`config.mk`:
```
export PLATFORM = sky130hd
export DESIGN_NAME = websocket_frame_unmasker
export DESIGN_NICKNAME = d
export VERILOG_FILES = /design/src/rtl/core/wsu_pkg.sv /design/src/rtl/core/wsu_parser.sv /design/src/rtl/core/wsu_queue.sv /design/src/rtl/core/wsu_emitter.sv /design/src/rtl/core/websocket_frame_unmasker.sv
export SDC_FILE = /design/constraint.sdc
export NUM_CORES = 1
export LEC_CHECK = 0
export BUFFER_PORTS_ARGS = -buffer_cell sky130_fd_sc_hd__buf_2
export CORE_MARGIN = 2
export CORE_UTILIZATION = 70
export CTS_BUF_LIST = sky130_fd_sc_hd__clkbuf_2 sky130_fd_sc_hd__clkbuf_4 sky130_fd_sc_hd__clkbuf_8
export CTS_CLUSTER_DIAMETER = 120
export DETAILED_ROUTE_END_ITERATION = 8
export HOLD_SLACK_MARGIN = 0.08
export PLACE_DENSITY = 0.95
export REMOVE_ABC_BUFFERS = 1
export SLEW_MARGIN = 20
export SYNTH_ARGS = -nofsm -noshare
export SYNTH_HDL_FRONTEND = slang
export SYNTH_SLANG_ARGS = --single-unit
```
`constraint.sdc`:
```
create_clock -name clk_i -period 8 [get_ports clk_i]
set_clock_uncertainty 0.05 [all_clocks]
set_input_delay 0 -clock clk_i [delete_from_list [all_inputs] [get_ports clk_i]]
set_output_delay 0 -clock clk_i [all_outputs]
set_load 0.02 [all_outputs]
```
`src/rtl/core/wsu_pkg.sv`:
```
// Shared types and constants of the WebSocket frame unmasker.
package wsu_pkg;

  localparam logic [3:0] OPC_CLOSE   = 4'h8;
  localparam logic [6:0] LEN_EXT16   = 7'd126;
  localparam logic [6:0] LEN_EXT64   = 7'd127;
  localparam logic [3:0] EXT16_BYTES = 4'd2;
  localparam logic [3:0] EXT64_BYTES = 4'd8;
  localparam logic [3:0] KEY_BYTES   = 4'd4;

  localparam int unsigned QUEUE_DEPTH = 4;
  localparam int unsigned QUEUE_AW    = $clog2(QUEUE_DEPTH);

  typedef enum logic [2:0] {
    PH_FIRST   = 3'd0,
    PH_SECOND  = 3'd1,
    PH_EXTLEN  = 3'd2,
    PH_KEY     = 3'd3,
    PH_PAYLOAD = 3'd4,
    PH_TRAIL   = 3'd5
  } phase_e;

  typedef enum logic [1:0] {
    KIND_PAYLOAD = 2'd0,
    KIND_CLOSE   = 2'd1,
    KIND_TRUNC   = 2'd2
  } kind_e;

  // One queue entry holds every result caused by one accepted byte.
  typedef struct packed {
    logic [3:0] opcode;
    kind_e      first_kind;
    logic [7:0] first_data;
    logic       first_done;
    logic       has_second;
    kind_e      second_kind;
  } entry_t;

  typedef struct packed {
    logic full;
    logic empty;
  } queue_status_t;

  typedef struct packed {
    kind_e      kind;
    logic [7:0] data;
    logic [3:0] opcode;
    logic       done;
    logic       last;
  } result_t;

endpackage

```
`src/rtl/core/wsu_parser.sv`:
```
// Front end: parses the frame header, unmasks payload bytes and builds queue entries.
module wsu_parser (
  input  logic             clk_i,
  input  logic             rst_ni,
  input  logic             accept_i,
  input  logic [7:0]       data_i,
  input  logic             end_i,
  output logic             push_o,
  output wsu_pkg::entry_t  entry_o
);

  wsu_pkg::phase_e phase_q, phase_d;
  logic [3:0]  hdr_cnt_q, hdr_cnt_d;
  logic [3:0]  opcode_q, opcode_d;
  logic        mask_q, mask_d;
  logic        ext64_q, ext64_d;
  logic [63:0] length_q, length_d;
  logic [31:0] key_q, key_d;
  logic [1:0]  idx_q, idx_d;

  logic [6:0]  len_code;
  logic [63:0] ext_len;
  logic [3:0]  cnt_inc;
  logic [3:0]  ext_need;
  logic        ext_done;
  logic        key_done;
  logic        pay_last;
  logic        complete;
  logic        has_pay;
  logic        close_req;
  logic        trunc;
  logic [7:0]  key_byte;

  assign len_code = data_i[6:0];
  assign ext_len  = {length_q[55:0], data_i};
  assign cnt_inc  = hdr_cnt_q + 4'd1;
  assign ext_need = ext64_q ? wsu_pkg::EXT64_BYTES : wsu_pkg::EXT16_BYTES;
  assign ext_done = (cnt_inc >= ext_need);
  assign key_done = (cnt_inc >= wsu_pkg::KEY_BYTES);
  // The remaining count reaches one on the final payload byte.
  assign pay_last = (length_q == 64'd1);

  // Next phase, and whether the frame completes on this byte.
  always_comb begin
    phase_d  = phase_q;
    complete = 1'b0;
    if (accept_i) begin
      unique case (phase_q)
        wsu_pkg::PH_FIRST: begin
          if (!end_i) phase_d = wsu_pkg::PH_SECOND;
        end
        wsu_pkg::PH_SECOND: begin
          if (len_code < wsu_pkg::LEN_EXT16) begin
            if (data_i[7]) phase_d = wsu_pkg::PH_KEY;
            else if (len_code == 7'd0) complete = 1'b1;
            else phase_d = wsu_pkg::PH_PAYLOAD;
          end else begin
            phase_d = wsu_pkg::PH_EXTLEN;
          end
        end
        wsu_pkg::PH_EXTLEN: begin
          if (ext_done) begin
            if (mask_q) phase_d = wsu_pkg::PH_KEY;
            else if (ext_len == 64'd0) complete = 1'b1;
            else phase_d = wsu_pkg::PH_PAYLOAD;
          end
        end
        wsu_pkg::PH_KEY: begin
          if (key_done) begin
            if (length_q == 64'd0) complete = 1'b1;
            else phase_d = wsu_pkg::PH_PAYLOAD;
          end
        end
        wsu_pkg::PH_PAYLOAD: begin
          if (pay_last) complete = 1'b1;
        end
        default: ;
      endcase
      if (complete) phase_d = wsu_pkg::PH_TRAIL;
      // A truncation is reported when the buffer ends inside an unfinished frame.
      trunc = end_i && (phase_d == wsu_pkg::PH_SECOND || phase_d == wsu_pkg::PH_EXTLEN ||
                        phase_d == wsu_pkg::PH_KEY || phase_d == wsu_pkg::PH_PAYLOAD);
      if (end_i) phase_d = wsu_pkg::PH_FIRST;
    end else begin
      trunc = 1'b0;
    end
  end

  always_comb begin
    case (idx_q)
      2'd0:    key_byte = key_q[31:24];
      2'd1:    key_byte = key_q[23:16];
      2'd2:    key_byte = key_q[15:8];
      default: key_byte = key_q[7:0];
    endcase
  end

  // Datapath updates and the queue entry.
  always_comb begin
    hdr_cnt_d = hdr_cnt_q;
    opcode_d  = opcode_q;
    mask_d    = mask_q;
    ext64_d   = ext64_q;
    length_d  = length_q;
    key_d     = key_q;
    idx_d     = idx_q;
    has_pay   = 1'b0;
    entry_o   = '0;
    if (accept_i) begin
      unique case (phase_q)
        wsu_pkg::PH_FIRST: begin
          opcode_d  = data_i[3:0];
          mask_d    = 1'b0;
          ext64_d   = 1'b0;
          length_d  = '0;
          key_d     = '0;
          idx_d     = '0;
          hdr_cnt_d = '0;
        end
        wsu_pkg::PH_SECOND: begin
          mask_d    = data_i[7];
          hdr_cnt_d = '0;
          idx_d     = '0;
          ext64_d   = (len_code == wsu_pkg::LEN_EXT64);
          length_d  = (len_code < wsu_pkg::LEN_EXT16) ? 64'(len_code) : 64'd0;
        end
        wsu_pkg::PH_EXTLEN: begin
          length_d  = ext_len;
          hdr_cnt_d = ext_done ? 4'd0 : cnt_inc;
          idx_d     = '0;
        end
        wsu_pkg::PH_KEY: begin
          key_d     = {key_q[23:0], data_i};
          hdr_cnt_d = key_done ? 4'd0 : cnt_inc;
          idx_d     = '0;
        end
        wsu_pkg::PH_PAYLOAD: begin
          has_pay  = 1'b1;
          idx_d    = idx_q + 2'd1;
          length_d = length_q - 64'd1;
        end
        default: ;
      endcase
    end
    close_req = complete && mask_d && (opcode_q == wsu_pkg::OPC_CLOSE);

    entry_o.opcode = opcode_q;
    if (has_pay) begin
      entry_o.first_kind  = wsu_pkg::KIND_PAYLOAD;
      entry_o.first_data  = data_i ^ (mask_q ? key_byte : 8'd0);
      entry_o.first_done  = pay_last;
      entry_o.has_second  = close_req || trunc;
      entry_o.second_kind = close_req ? wsu_pkg::KIND_CLOSE : wsu_pkg::KIND_TRUNC;
    end else begin
      entry_o.first_kind  = close_req ? wsu_pkg::KIND_CLOSE : wsu_pkg::KIND_TRUNC;
      entry_o.first_data  = 8'd0;
      entry_o.first_done  = 1'b0;
      entry_o.has_second  = 1'b0;
      entry_o.second_kind = wsu_pkg::KIND_TRUNC;
    end
  end

  assign push_o = has_pay || close_req || trunc;

  always_ff @(posedge clk_i or negedge rst_ni) begin
    if (!rst_ni) begin
      phase_q   <= wsu_pkg::PH_FIRST;
      hdr_cnt_q <= '0;
      opcode_q  <= '0;
      mask_q    <= 1'b0;
      ext64_q   <= 1'b0;
      length_q  <= '0;
      key_q     <= '0;
      idx_q     <= '0;
    end else begin
      phase_q   <= phase_d;
      hdr_cnt_q <= hdr_cnt_d;
      opcode_q  <= opcode_d;
      mask_q    <= mask_d;
      ext64_q   <= ext64_d;
      length_q  <= length_d;
      key_q     <= key_d;
      idx_q     <= idx_d;
    end
  end

endmodule

```
`src/rtl/core/wsu_queue.sv`:
```
// Short entry queue between the parser and the result emitter.
module wsu_queue (
  input  logic                   clk_i,
  input  logic                   rst_ni,
  input  logic                   push_i,
  input  wsu_pkg::entry_t        push_data_i,
  input  logic                   pop_i,
  output wsu_pkg::entry_t        pop_data_o,
  output wsu_pkg::queue_status_t status_o
);

  localparam int unsigned AW = wsu_pkg::QUEUE_AW;
  localparam logic [AW-1:0] LAST_PTR = AW'(wsu_pkg::QUEUE_DEPTH - 1);
  localparam logic [AW:0]   FULL_CNT = (AW + 1)'(wsu_pkg::QUEUE_DEPTH);

  wsu_pkg::entry_t mem_q [wsu_pkg::QUEUE_DEPTH];
  logic [AW-1:0] wr_ptr_q, wr_ptr_d;
  logic [AW-1:0] rd_ptr_q, rd_ptr_d;
  logic [AW:0]   count_q, count_d;
  logic          do_push, do_pop;

  assign status_o.full  = (count_q == FULL_CNT);
  assign status_o.empty = (count_q == '0);
  assign do_push = push_i && !status_o.full;
  assign do_pop  = pop_i && !status_o.empty;
  assign pop_data_o = mem_q[rd_ptr_q];

  always_comb begin
    wr_ptr_d = wr_ptr_q;
    rd_ptr_d = rd_ptr_q;
    count_d  = count_q;
    if (do_push) wr_ptr_d = (wr_ptr_q == LAST_PTR) ? '0 : wr_ptr_q + 1'b1;
    if (do_pop)  rd_ptr_d = (rd_ptr_q == LAST_PTR) ? '0 : rd_ptr_q + 1'b1;
    if (do_push && !do_pop) count_d = count_q + 1'b1;
    else if (do_pop && !do_push) count_d = count_q - 1'b1;
  end

  always_ff @(posedge clk_i) begin
    if (do_push) mem_q[wr_ptr_q] <= push_data_i;
  end

  always_ff @(posedge clk_i or negedge rst_ni) begin
    if (!rst_ni) begin
      wr_ptr_q <= '0;
      rd_ptr_q <= '0;
      count_q  <= '0;
    end else begin
      wr_ptr_q <= wr_ptr_d;
      rd_ptr_q <= rd_ptr_d;
      count_q  <= count_d;
    end
  end

endmodule

```
`src/rtl/core/wsu_emitter.sv`:
```
// Back end: expands queue entries into one or two results behind an output register.
module wsu_emitter (
  input  logic                   clk_i,
  input  logic                   rst_ni,
  input  wsu_pkg::entry_t        entry_i,
  input  wsu_pkg::queue_status_t status_i,
  output logic                   pop_o,
  output logic                   valid_o,
  input  logic                   ready_i,
  output wsu_pkg::result_t       result_o
);

  logic             valid_q, valid_d;
  logic             pend_q, pend_d;
  wsu_pkg::kind_e   sec_kind_q, sec_kind_d;
  logic [3:0]       sec_op_q, sec_op_d;
  wsu_pkg::result_t res_q, res_d;
  logic             out_free;

  assign out_free = !valid_q || ready_i;
  assign pop_o    = out_free && !pend_q && !status_i.empty;

  always_comb begin
    valid_d    = valid_q;
    pend_d     = pend_q;
    sec_kind_d = sec_kind_q;
    sec_op_d   = sec_op_q;
    res_d      = res_q;
    if (out_free) begin
      if (pend_q) begin
        // The second result of an entry always closes its run.
        res_d.kind   = sec_kind_q;
        res_d.data   = 8'd0;
        res_d.opcode = sec_op_q;
        res_d.done   = 1'b0;
        res_d.last   = 1'b1;
        valid_d      = 1'b1;
        pend_d       = 1'b0;
      end else if (!status_i.empty) begin
        res_d.kind   = entry_i.first_kind;
        res_d.data   = entry_i.first_data;
        res_d.opcode = entry_i.opcode;
        res_d.done   = entry_i.first_done;
        res_d.last   = !entry_i.has_second;
        valid_d      = 1'b1;
        pend_d       = entry_i.has_second;
        sec_kind_d   = entry_i.second_kind;
        sec_op_d     = entry_i.opcode;
      end else begin
        valid_d = 1'b0;
      end
    end
  end

  always_ff @(posedge clk_i) begin
    res_q      <= res_d;
    sec_kind_q <= sec_kind_d;
    sec_op_q   <= sec_op_d;
  end

  always_ff @(posedge clk_i or negedge rst_ni) begin
    if (!rst_ni) begin
      valid_q <= 1'b0;
      pend_q  <= 1'b0;
    end else begin
      valid_q <= valid_d;
      pend_q  <= pend_d;
    end
  end

  assign valid_o  = valid_q;
  assign result_o = res_q;

endmodule

```
`src/rtl/core/websocket_frame_unmasker.sv`:
```
// Top level of the WebSocket frame unmasker.
//
// Receives a WebSocket buffer one byte per transaction (tlast on the buffer's last
// byte), parses the frame header and emits each payload byte unmasked, a close-reply
// request after a complete masked close frame, and a truncation result when the buffer
// ends inside a frame. The input takes one byte every cycle unless the queue is full; a
// byte that causes two results (a payload byte followed by a close request or a
// truncation) holds the single output register for both, and a four-entry queue between
// the header parser and the output stage absorbs that and downstream stalls. The first
// result of a byte is queued, then registered at the output. A header byte produces
// a result only when it completes a masked close frame or ends the buffer inside the
// frame. Results leave in order, with tlast on the last result caused by each input byte.
module websocket_frame_unmasker (
  input  logic        clk_i,
  input  logic        rst_ni,
  input  logic        s_axis_tvalid_i,
  output logic        s_axis_tready_o,
  input  logic [7:0]  s_axis_tdata_i,   // [7:0] data_byte
  input  logic        s_axis_tlast_i,   // buffer_end
  output logic        m_axis_tvalid_o,
  input  logic        m_axis_tready_i,
  output logic [15:0] m_axis_tdata_o,   // [7:0] payload_data, [11:8] frame_opcode, zeros
  output logic [2:0]  m_axis_tuser_o,   // [1:0] kind, [2] payload_done
  output logic        m_axis_tlast_o    // run_last
);

  wsu_pkg::entry_t        push_entry;
  wsu_pkg::entry_t        pop_entry;
  wsu_pkg::queue_status_t q_status;
  wsu_pkg::result_t       result;
  logic                   accept;
  logic                   push;
  logic                   pop;

  assign s_axis_tready_o = !q_status.full;
  assign accept          = s_axis_tvalid_i && s_axis_tready_o;

  wsu_parser u_parser (
    .clk_i    (clk_i),
    .rst_ni   (rst_ni),
    .accept_i (accept),
    .data_i   (s_axis_tdata_i),
    .end_i    (s_axis_tlast_i),
    .push_o   (push),
    .entry_o  (push_entry)
  );

  wsu_queue u_queue (
    .clk_i       (clk_i),
    .rst_ni      (rst_ni),
    .push_i      (push),
    .push_data_i (push_entry),
    .pop_i       (pop),
    .pop_data_o  (pop_entry),
    .status_o    (q_status)
  );

  wsu_emitter u_emitter (
    .clk_i    (clk_i),
    .rst_ni   (rst_ni),
    .entry_i  (pop_entry),
    .status_i (q_status),
    .pop_o    (pop),
    .valid_o  (m_axis_tvalid_o),
    .ready_i  (m_axis_tready_i),
    .result_o (result)
  );

  assign m_axis_tdata_o = {4'd0, result.opcode, result.data};
  assign m_axis_tuser_o = {result.done, result.kind};
  assign m_axis_tlast_o = result.last;

endmodule

```
Word level (Yosys, flattened, before mapping)
Memory sizes are Yosys's and may differ from the RTL's.
Index checks and enable logic that the tools add are counted.
{ "totals": {"reg_bits": 142, "ram_bits": 72, "in_bits": 13, "wordCells": 152, "mem_count": 1} }
{ "op_classes": {"add_sub_neg": 7, "n_lt_le_gt_ge": 3, "eq_ne": 17, "muxes": 55, "bitwise": 3, "reduce_logical": 46} }
{ "mem_list": {"columns": ["memory", "words", "width", "read_ports", "rd_clocked_by_memory_dff", "write_ports", "line", "rtl"], "rows": [
  ["u_queue.mem_q", 4, 18, 1, 0, 1, "wsu_queue.sv:16", "wsu_pkg::entry_t mem_q [wsu_pkg::QUEUE_DEPTH];"]
]} }
{ "ops": {"columns": ["operator", "n"], "rows": [
  ["$pmux W64 S4", 1],
  ["$logic_not A64 Y1", 2],
  ["$eq A64 B1 Y1 const B", 1],
  ["$pmux W32 S2", 1],
  ["$sub A64 B1 Y64 const B", 1],
  ["$mux W3", 14],
  ["$mux W16", 2],
  ["$pmux W8 S3", 1],
  ["$mux W1", 21],
  ["$mux W14", 1],
  ["$reduce_and A2 Y1", 7],
  ["$eq A3 B2 Y1 const B", 4],
  ["$mux W4", 3],
  ["$pmux W3 S4", 1],
  ["$pmux W4 S3", 1],
  ["$logic_and A1 B1 Y1", 10],
  ["$eq A3 B3 Y1 const B", 3],
  ["$mux W8", 1],
  ["$reduce_bool A2 Y1", 4],
  ["$xor A8 B8 Y8", 1],
  ["$eq A7 B7 Y1 const B", 1],
  ["$logic_not A1 Y1", 7],
  ["$logic_not A7 Y1", 1],
  ["$logic_or A1 B1 Y1", 7],
  ["25 further kinds", 35]
]} }

Longest topological paths before layout
Gate-level depths: netlist of the first run.
{ "depth": {"ltp_word": 20, "depth_mapped": 16, "ltp_nobuf": 16} }

Modules after synthesis
From an unflattened synthesis of the first run, not the netlist that was laid out.
{ "unflattened": {"cells_unflattened": 1048, "area_unflattened_um2": 10867.9} }
{ "modules_own_cells": {"columns": ["module", "instances", "cells_each", "area_per_inst_um2"], "rows": [
  ["wsu_parser", 1, 858, 6872.8],
  ["wsu_queue", 1, 131, 3034.2],
  ["wsu_emitter", 1, 52, 917.1],
  ["websocket_frame_unmasker", 1, 7, 43.8]
]} }

Least setup slack after synthesis of the first run
No wires, ideal clock.
{ "synth_timing": {"kind": "register -> register", "start": "register u_parser.length_q[14]", "end": "register u_queue.count_q[2]", "setup_ns": 0.079, "arrival_time_ns": 3.687, "required_time_ns": 7.871, "path_slack_ns": 4.184, "path_stages_with_launch": 16, "n_path_buf": 2, "period_less_slack_ns": 3.816, "path_cell_list": "dfrtp_1 > buf_6 > or4_4 > or4_4 > buf_6 > nor4_4 > nand2_2 > a221oi_2 > xor2_1 > o21ai_2 > ha_1 > inv_1 > fa_1 > xor2_1 > nor2_1 > xor2_1"} }
{ "synth_via": {"elab_chain_cells": 19, "elab_cells_between_ends": 39} }
{ "synth_lines": {"columns": ["item", "line", "rtl"], "rows": [
  ["from (decl)", "wsu_parser.sv:17", "logic [63:0] length_q, length_d;"],
  ["from (signal assigned)", "wsu_parser.sv:181", "length_q <= length_d;"],
  ["$logic_not A64 Y1", "wsu_parser.sv:64", "else if (ext_len == 64'd0) complete = 1'b1;"],
  ["$mux W1", "wsu_parser.sv:64", null],
  ["$mux W1", "wsu_parser.sv:63", "if (mask_q) phase_d = wsu_pkg::PH_KEY;"],
  ["$mux W1", "wsu_parser.sv:62", "if (ext_done) begin"],
  ["$pmux W1 S4", "wsu_parser.sv:48", "unique case (phase_q)"],
  ["$mux W1", "wsu_parser.sv:47", "if (accept_i) begin"],
  ["$mux W3", "wsu_parser.sv:79", "if (complete) phase_d = wsu_pkg::PH_TRAIL;"],
  ["$mux W3", "wsu_parser.sv:47", null],
  ["[4 not listed]", null, null],
  ["$logic_and A1 B1 Y1", "wsu_parser.sv:81", "trunc = end_i && (phase_d == wsu_pkg::PH_SECOND || phase_d == wsu_pkg::PH_EXTLEN ||"],
  ["$mux W1", "wsu_parser.sv:47", null],
  ["$logic_or A1 B1 Y1 *", "wsu_parser.sv:163", "assign push_o = has_pay || close_req || trunc;"],
  ["$logic_and A1 B1 Y1 *", "wsu_queue.sv:24", "assign do_push = push_i && !status_o.full;"],
  ["via u_queue.do_push", "wsu_queue.sv:20", "logic do_push, do_pop;"],
  ["$logic_not A1 Y1", "wsu_queue.sv:35", "else if (do_pop && !do_push) count_d = count_q - 1'b1;"],
  ["$logic_and A1 B1 Y1", "wsu_queue.sv:35", null],
  ["$reduce_bool A2 Y1 (no source line)", null, null],
  ["to (signal assigned)", "wsu_queue.sv:50", "count_q <= count_d;"],
  ["to (decl)", "wsu_queue.sv:19", "logic [AW:0] count_q, count_d;"]
]} }
The timed path passes the listed nets; every way through them passes the cells marked *. The select of a mux whose other input is x is not followed.
A chain may end at the register's enable or synchronous reset.

Final worst setup path of the first run
{ "layout_timing": {"start": "register u_parser.length_q[34]", "end": "register u_queue.count_q[2]"} }
Same word-level chain as after synthesis.

==> reports/metrics.cfg, run 1 <==
[clock_tree]
h-tree-depth = 2
numCtsBuffers = 36
clock_latency_ps = 560
clockRootBuffer = clkbuf_8
clk_pin_slew_ps = 60
cts_tree = done
clock-sinks = 214
cts_max_path_buffers = 3

[setup_path]
timing.rr.end = u_queue.count_q[2]
worstPathArrival_ps = 4740
r2r-start = u_parser.length_q[34]
r2r_setup_slack_ps = 3660
crit_slowest_cell = or4_1
cp.depth = 13
path_max_fanout = 8
critical-path-top-delay-family = simple AND/OR/NAND/NOR gates
max_stage_delay_ps = 600
critPathCaptureType = register
crit_top_cell = xor2_1
worstSetupStartpointType = register
cp.required_ps = 8390
path_cells = or4_1, or3_1, nor4_2, nand2_1, o31ai_2, a21oi_2, o21ai_2, ha_1, inv_1, fa_1, xor2_1, nor2_1, xor2_1
crit_type = register to register
worst-r2r-cell-count = 13
cp_num_buf_inv = 1

[sta]
fin_tns_setup_ps = 0
worstMarginPinSlew_ps = 1130
setup_violations = 0
slew_headroom = 0.246
finalCritPeriodShare = 0.543
finalMaxSlewViolations = 0
final_hold_viol_count = 0
period_minus_slack_ps = 4340
rsz0062_at_grt = no
fmax_ghz = 0.230

[synthesis]
ys_seq_area_frac = 0.539
avgSynthCellArea_um2 = 10.4
ys_ff_latch = 214
ys_warn_count = 0
synth_cells = 1038
synth_top_area_frac = 0.278
synth-edff-count = 94
synth.most_common_cell = nand2_1
synth_area_leaders = dfrtp_1, edfxtp_1, nand2_1
synth_top_area_cell = dfrtp_1
ys_async_sr_fraction = 0.561
ys.flop_type = dfrtp_1
synthesis.area_um2 = 10800
netlist_top_cells_count = nand2_1, dfrtp_1, o21ai_0
synth_cell_types = 69

[worst_hold_path]
hold_end = u_parser.key_q[5]
min-delay-start = s_axis_tdata_i[5]
hold_depth = 4
hold_path.class = input pin to register

[global_routing]
grt.total_usage = 0.350
grt-ovfl-total = 0
grt_pass1_wl_um = 45000
antenna_found_initial = 0
grt_pass1_vias = 8653
grt_start_max_net_pins = 67

[route]
wl_per_cell_um = 21.9
drtIter0Drc = 1199
drcViolationCount = 0
first_pass_iters = 7
num_vias = 8970
viasPerCell = 6.99
detail-route-antenna-nets = 0
routed_wl_um = 28100

[finish]
fin_area_um2 = 11900
final-seq-area_um2 = 5830
fill_cells = 854
antenna_cells = 0
nets = 1098
post-route-util = 0.789
multiInputGateArea_um2 = 4660
drive_gt1_frac = 0.153
area_growth_syn_to_layout_pct = 10.6

[floorplanning]
dieArea_um2 = 16400
num_rows = 45
start_util = 0.713
io_pins = 35
die_w_um = 128
core_area_um2 = 15100
dieHeight_um = 128

[placement]
place_congestion = 0.969
dp_hpwl_um = 17000
placement.io_buffers = 30
place_area_um2 = 11000

[run]
drv_cap = 0

[status]
status = finished, final reports clean

==> worst reg2reg max path, delay by kind of cell, from the launching register on <==
family | cells | cell delay (ps)
flip-flops | 1 | 440
XOR/XNOR | 2 | 350
AO/OA/AOI/OAI | 3 | 850
adder cells (fa/ha/maj) | 2 | 650
AND/OR/NAND/NOR | 5 | 1840
buffers and inverters | 1 | 70
==> metal layers <==
metal	vias up	wire, µm	global-route usage
li1	3909	-	-
met1	4215	10200	0.449
met2	695	13800	0.576
met3	151	2910	0.0772
met4	0	1270	0.159
met5	-	0	0
==> cell type report <==
type | count | share of cell area
clock inverters | 7 | 0.00597
multi-input cells | 742 | 0.390
well taps | 188 | 0.0197
inverters | 18 | 0.00566
repair buffers | 56 | 0.0335
clock buffers | 58 | 0.0574
flip-flops and latches | 214 | 0.488
==> cell usage in the layout, fill, tap and decap left out, types with 20 or more instances in the layout <==
cell type | synthesis | layout
nor2_1 | 74 | 72
nand2_1 | 149 | 148
a22oi_1 | 20 | 20
edfxtp_1 | 94 | 94
dfrtp_1 | 120 | 120
a21oi_1 | 40 | 40
nand3_1 | 44 | 44
o21ai_0 | 107 | 106
nor3_1 | 44 | 44
buf_2 | 1 | 29
clkbuf_8 | 0 | 40
nor4_1 | 22 | 22
==> sequential cells by signal, summed over array words and instances (netlist names), 2 cells and up <==
register	flops
u_queue.mem_q	72
u_parser.length_q	64
u_parser.key_q	32
u_emitter.result_o	16
u_emitter.sec_op_q	4
u_parser.hdr_cnt_q	4
u_parser.opcode_q	4
u_parser.phase_q	3
u_queue.count_q	3
u_emitter.sec_kind_q	2
u_parser.idx_q	2
u_queue.rd_ptr_q	2
u_queue.wr_ptr_q	2
==> kinds of logic after synthesis <==
logic type	share of synthesized area
other	0.000347
buffers and inverters	0.0324
muxes	0.0539
DFF	0.539
adders and majority gates	0.0204
xor gates and xnor gates	0.0195
and+or+nand+nor	0.188
AOI/OAI and AO/OA	0.147
==> metrics by stage <==
step	worst slack [ps]	hold slack (ps)	std cells
6_report	3660	248	1283
4_1_cts	3690	244	1283
3_5_place_dp	3760	41.8	1204
5_1_grt	3380	271	1283
3_3_place_gp	3920	38.5	1204
2_1_floorplan	3660	-346	974
==> timing repair <==
item / 4_1_cts / 5_1_grt
resized for setup: 0 / 0
hold buffers: 14 / 0
setup buffers: 0 / 0
endpoints found under the hold margin: 132 / 0
==> worst max-delay path by stage <==
stage / slack [ps] / from / to
final: 3660 / u_parser.length_q[34] / u_queue.count_q[2]
after global routing: 3380 / u_parser.length_q[6] / u_queue.count_q[2]
after floorplan: 3660 / u_parser.phase_q[2] / u_parser.length_q[41]
after global placement: 3920 / u_parser.length_q[34] / u_queue.count_q[2]
after CTS: 3690 / u_parser.length_q[34] / u_queue.count_q[2]
after detailed placement: 3760 / u_parser.length_q[34] / u_queue.count_q[2]
Power of run 1 is not shown: default switching activity piles up to over one toggle a cycle in this logic, so the estimate is an artifact.
==> run 2: changes to the inputs <==
--- a/config.mk
+++ b/config.mk
@@ -7,12 +7,12 @@
 export LEC_CHECK = 0
 export BUFFER_PORTS_ARGS = -buffer_cell sky130_fd_sc_hd__buf_2
 export CORE_MARGIN = 2
-export CORE_UTILIZATION = 70
+export CORE_UTILIZATION = 65
 export CTS_BUF_LIST = sky130_fd_sc_hd__clkbuf_2 sky130_fd_sc_hd__clkbuf_4 sky130_fd_sc_hd__clkbuf_8
 export CTS_CLUSTER_DIAMETER = 120
 export DETAILED_ROUTE_END_ITERATION = 8
 export HOLD_SLACK_MARGIN = 0.08
-export PLACE_DENSITY = 0.95
+export PLACE_DENSITY = 0.92
 export REMOVE_ABC_BUFFERS = 1
 export SLEW_MARGIN = 20
 export SYNTH_ARGS = -nofsm -noshare
==> constraint.sdc (replaced) <==
create_clock -name clk_i -period 4.5 [get_ports clk_i]
set_clock_uncertainty 0.05 [all_clocks]
set_input_delay 0 -clock clk_i [delete_from_list [all_inputs] [get_ports clk_i]]
set_output_delay 0 -clock clk_i [all_outputs]
set_load 0.02 [all_outputs]
==> run 2 against run 1 <==
  * Fmax rose by 3.4%
  * Die area rose by 7.4%
  * Sequential cell count did not move
  * Hold slack got worse by 230 ps
  * Global-route usage fell by 5.0 points
  * Non-clock buffer count rose by 14
  * Utilization fell by 5.6 points
  * Sequential share of layout area fell by 0.32 points
  * Via count fell by 1.5%
  * Final cell count rose by 3.3%
  * Highest routed layer unchanged
==> reports/metrics.cfg, run 2 (synthesized netlist as in run 1, its figures left out) <==
[clock_tree]
cts_tree = done
clk_pin_slew_ps = 60
h-tree-depth = 2
ctsHoldBuffers = 12
cts_max_path_buffers = 3
cts_setup_buffers = 0
clock-sinks = 214
clockRootBuffer = clkbuf_8
cts_resized = 0
clock_latency_ps = 540
numCtsBuffers = 35

[finish]
layout_commonest_cell = nand2_1
area_growth_syn_to_layout_pct = 11.3
fin_area_um2 = 12000
reg_top3 = u_queue.mem_q x72, u_parser.length_q x64, u_parser.key_q x32
drive_gt1_frac = 0.162
antenna_cells = 0
top_register = u_queue.mem_q
mostFrequentLayoutCells = nand2_1, dfrtp_1, o21ai_0, edfxtp_1, nor2_1
post-route-util = 0.733
largest_reg_flops = 72
nets = 1111

[sta]
setup_violations = 0
fin_hold_ws_ps = 21.4
slew_headroom = 0.277
period_minus_slack_ps = 4200
rsz0062_at_grt = no
fin_tns_setup_ps = 0
finalCritPeriodShare = 0.934
final_hold_viol_count = 0
worstMarginPinSlew_ps = 1080
fmax_ghz = 0.238
finalMaxSlewViolations = 0

[floorplanning]
io_pins = 35
core_area_um2 = 16400
start_util = 0.658
dieHeight_um = 133
die_w_um = 133
num_rows = 47
dieArea_um2 = 17700

[setup_path]
critPathCaptureType = register
worstSetupStartpointType = register
crit_type = register to register
path_max_fanout = 5
cp.required_ps = 4900
worstPathArrival_ps = 4600

[placement]
place_congestion = 1.00
place_area_um2 = 11200
placement.io_buffers = 30
dp_hpwl_um = 16800

[run]
drv_cap = 0

[global_routing]
grt_pass1_vias = 8550
grt_pass1_wl_um = 42800
grt-ovfl-total = 0
globalRouteMet2Util = 0.494
antenna_found_initial = 0
use_met3 = 0.0521
grt.busiest_layer = met2
grt_start_max_net_pins = 81
met1_usage = 0.407
grt.total_usage = 0.301

[route]
drcViolationCount = 0
first_pass_iters = 6
routed_wl_um = 26000
detail-route-antenna-nets = 0
wl_per_cell_um = 19.7
num_vias = 8832
drtIter0Drc = 1261
viasPerCell = 6.67

[status]
status = finished, final reports clean

[worst_hold_path]
hold_path.class = input pin to async pin

==> run 2: cell count changes in the layout (fill, tap and decap cells not counted), sizes merged <==
| cell | change |
|---|---|
| buf | +15 |
| clkbuf | -5 |
| bufinv | -1 |
| clkinv | +1 |
| dlygate4sd3 | -1 |
| inv | +1 |
==> run 2: worst paths after layout <==
path,slack [ps],depth (start not counted),startpoint,to
worst max register to register,300,13,u_parser.length_q[46],u_queue.count_q[2]
worst max-delay path,300,13,u_parser.length_q[46],u_queue.count_q[2]
worst min-delay path,20,2,rst_ni,u_parser.length_q[11]
worst min register to register,450,2,u_parser.key_q[30],u_parser.key_q[30]
max in group asynchronous,3350,3,rst_ni,u_parser.mask_q
min in group clk_i,260,4,s_axis_tdata_i[4],u_parser.key_q[4]
==> run 2: through the flow <==
| step | std cells | setup WS, ps |
|---|---|---|
| after floorplan | 974 | 159 |
| after global placement | 1252 | 578 |
| after detailed placement | 1252 | 392 |
| after CTS | 1325 | 362 |
| after global routing | 1325 | 7.46 |
| final | 1325 | 299 |
==> run 2: routing by layer <==
layer  part of all wire  vias up
li1                   -     3925
met1               0.39     4256
met2               0.49      559
met3              0.090       92
met4              0.028        0
met5                  0        -
==> run 2: critical path, stage by stage (launching register included) <==
cell and delay (ps):
dfrtp_1 410, nor4_1 690, nand4_1 450, nor4_2 470, nand2_1 200, o31ai_2 480
a21oi_2 180, o21ai_2 110, ha_1 210, inv_1 60, fa_1 370, xor2_1 170
nor2_1 130, xor2_1 150
==> run 2: cell type report <==
cell class	count	area, µm²
Tap cell	220	275
Multi-Input combinational cell	742	4660
Clock inverter	8	53.8
Clock buffer	53	654
Sequential cell	214	5830
Fill cell	1057	4380
Timing Repair Buffer	70	487
Inverter	18	67.6
Power of run 2 is left out for the same reason.
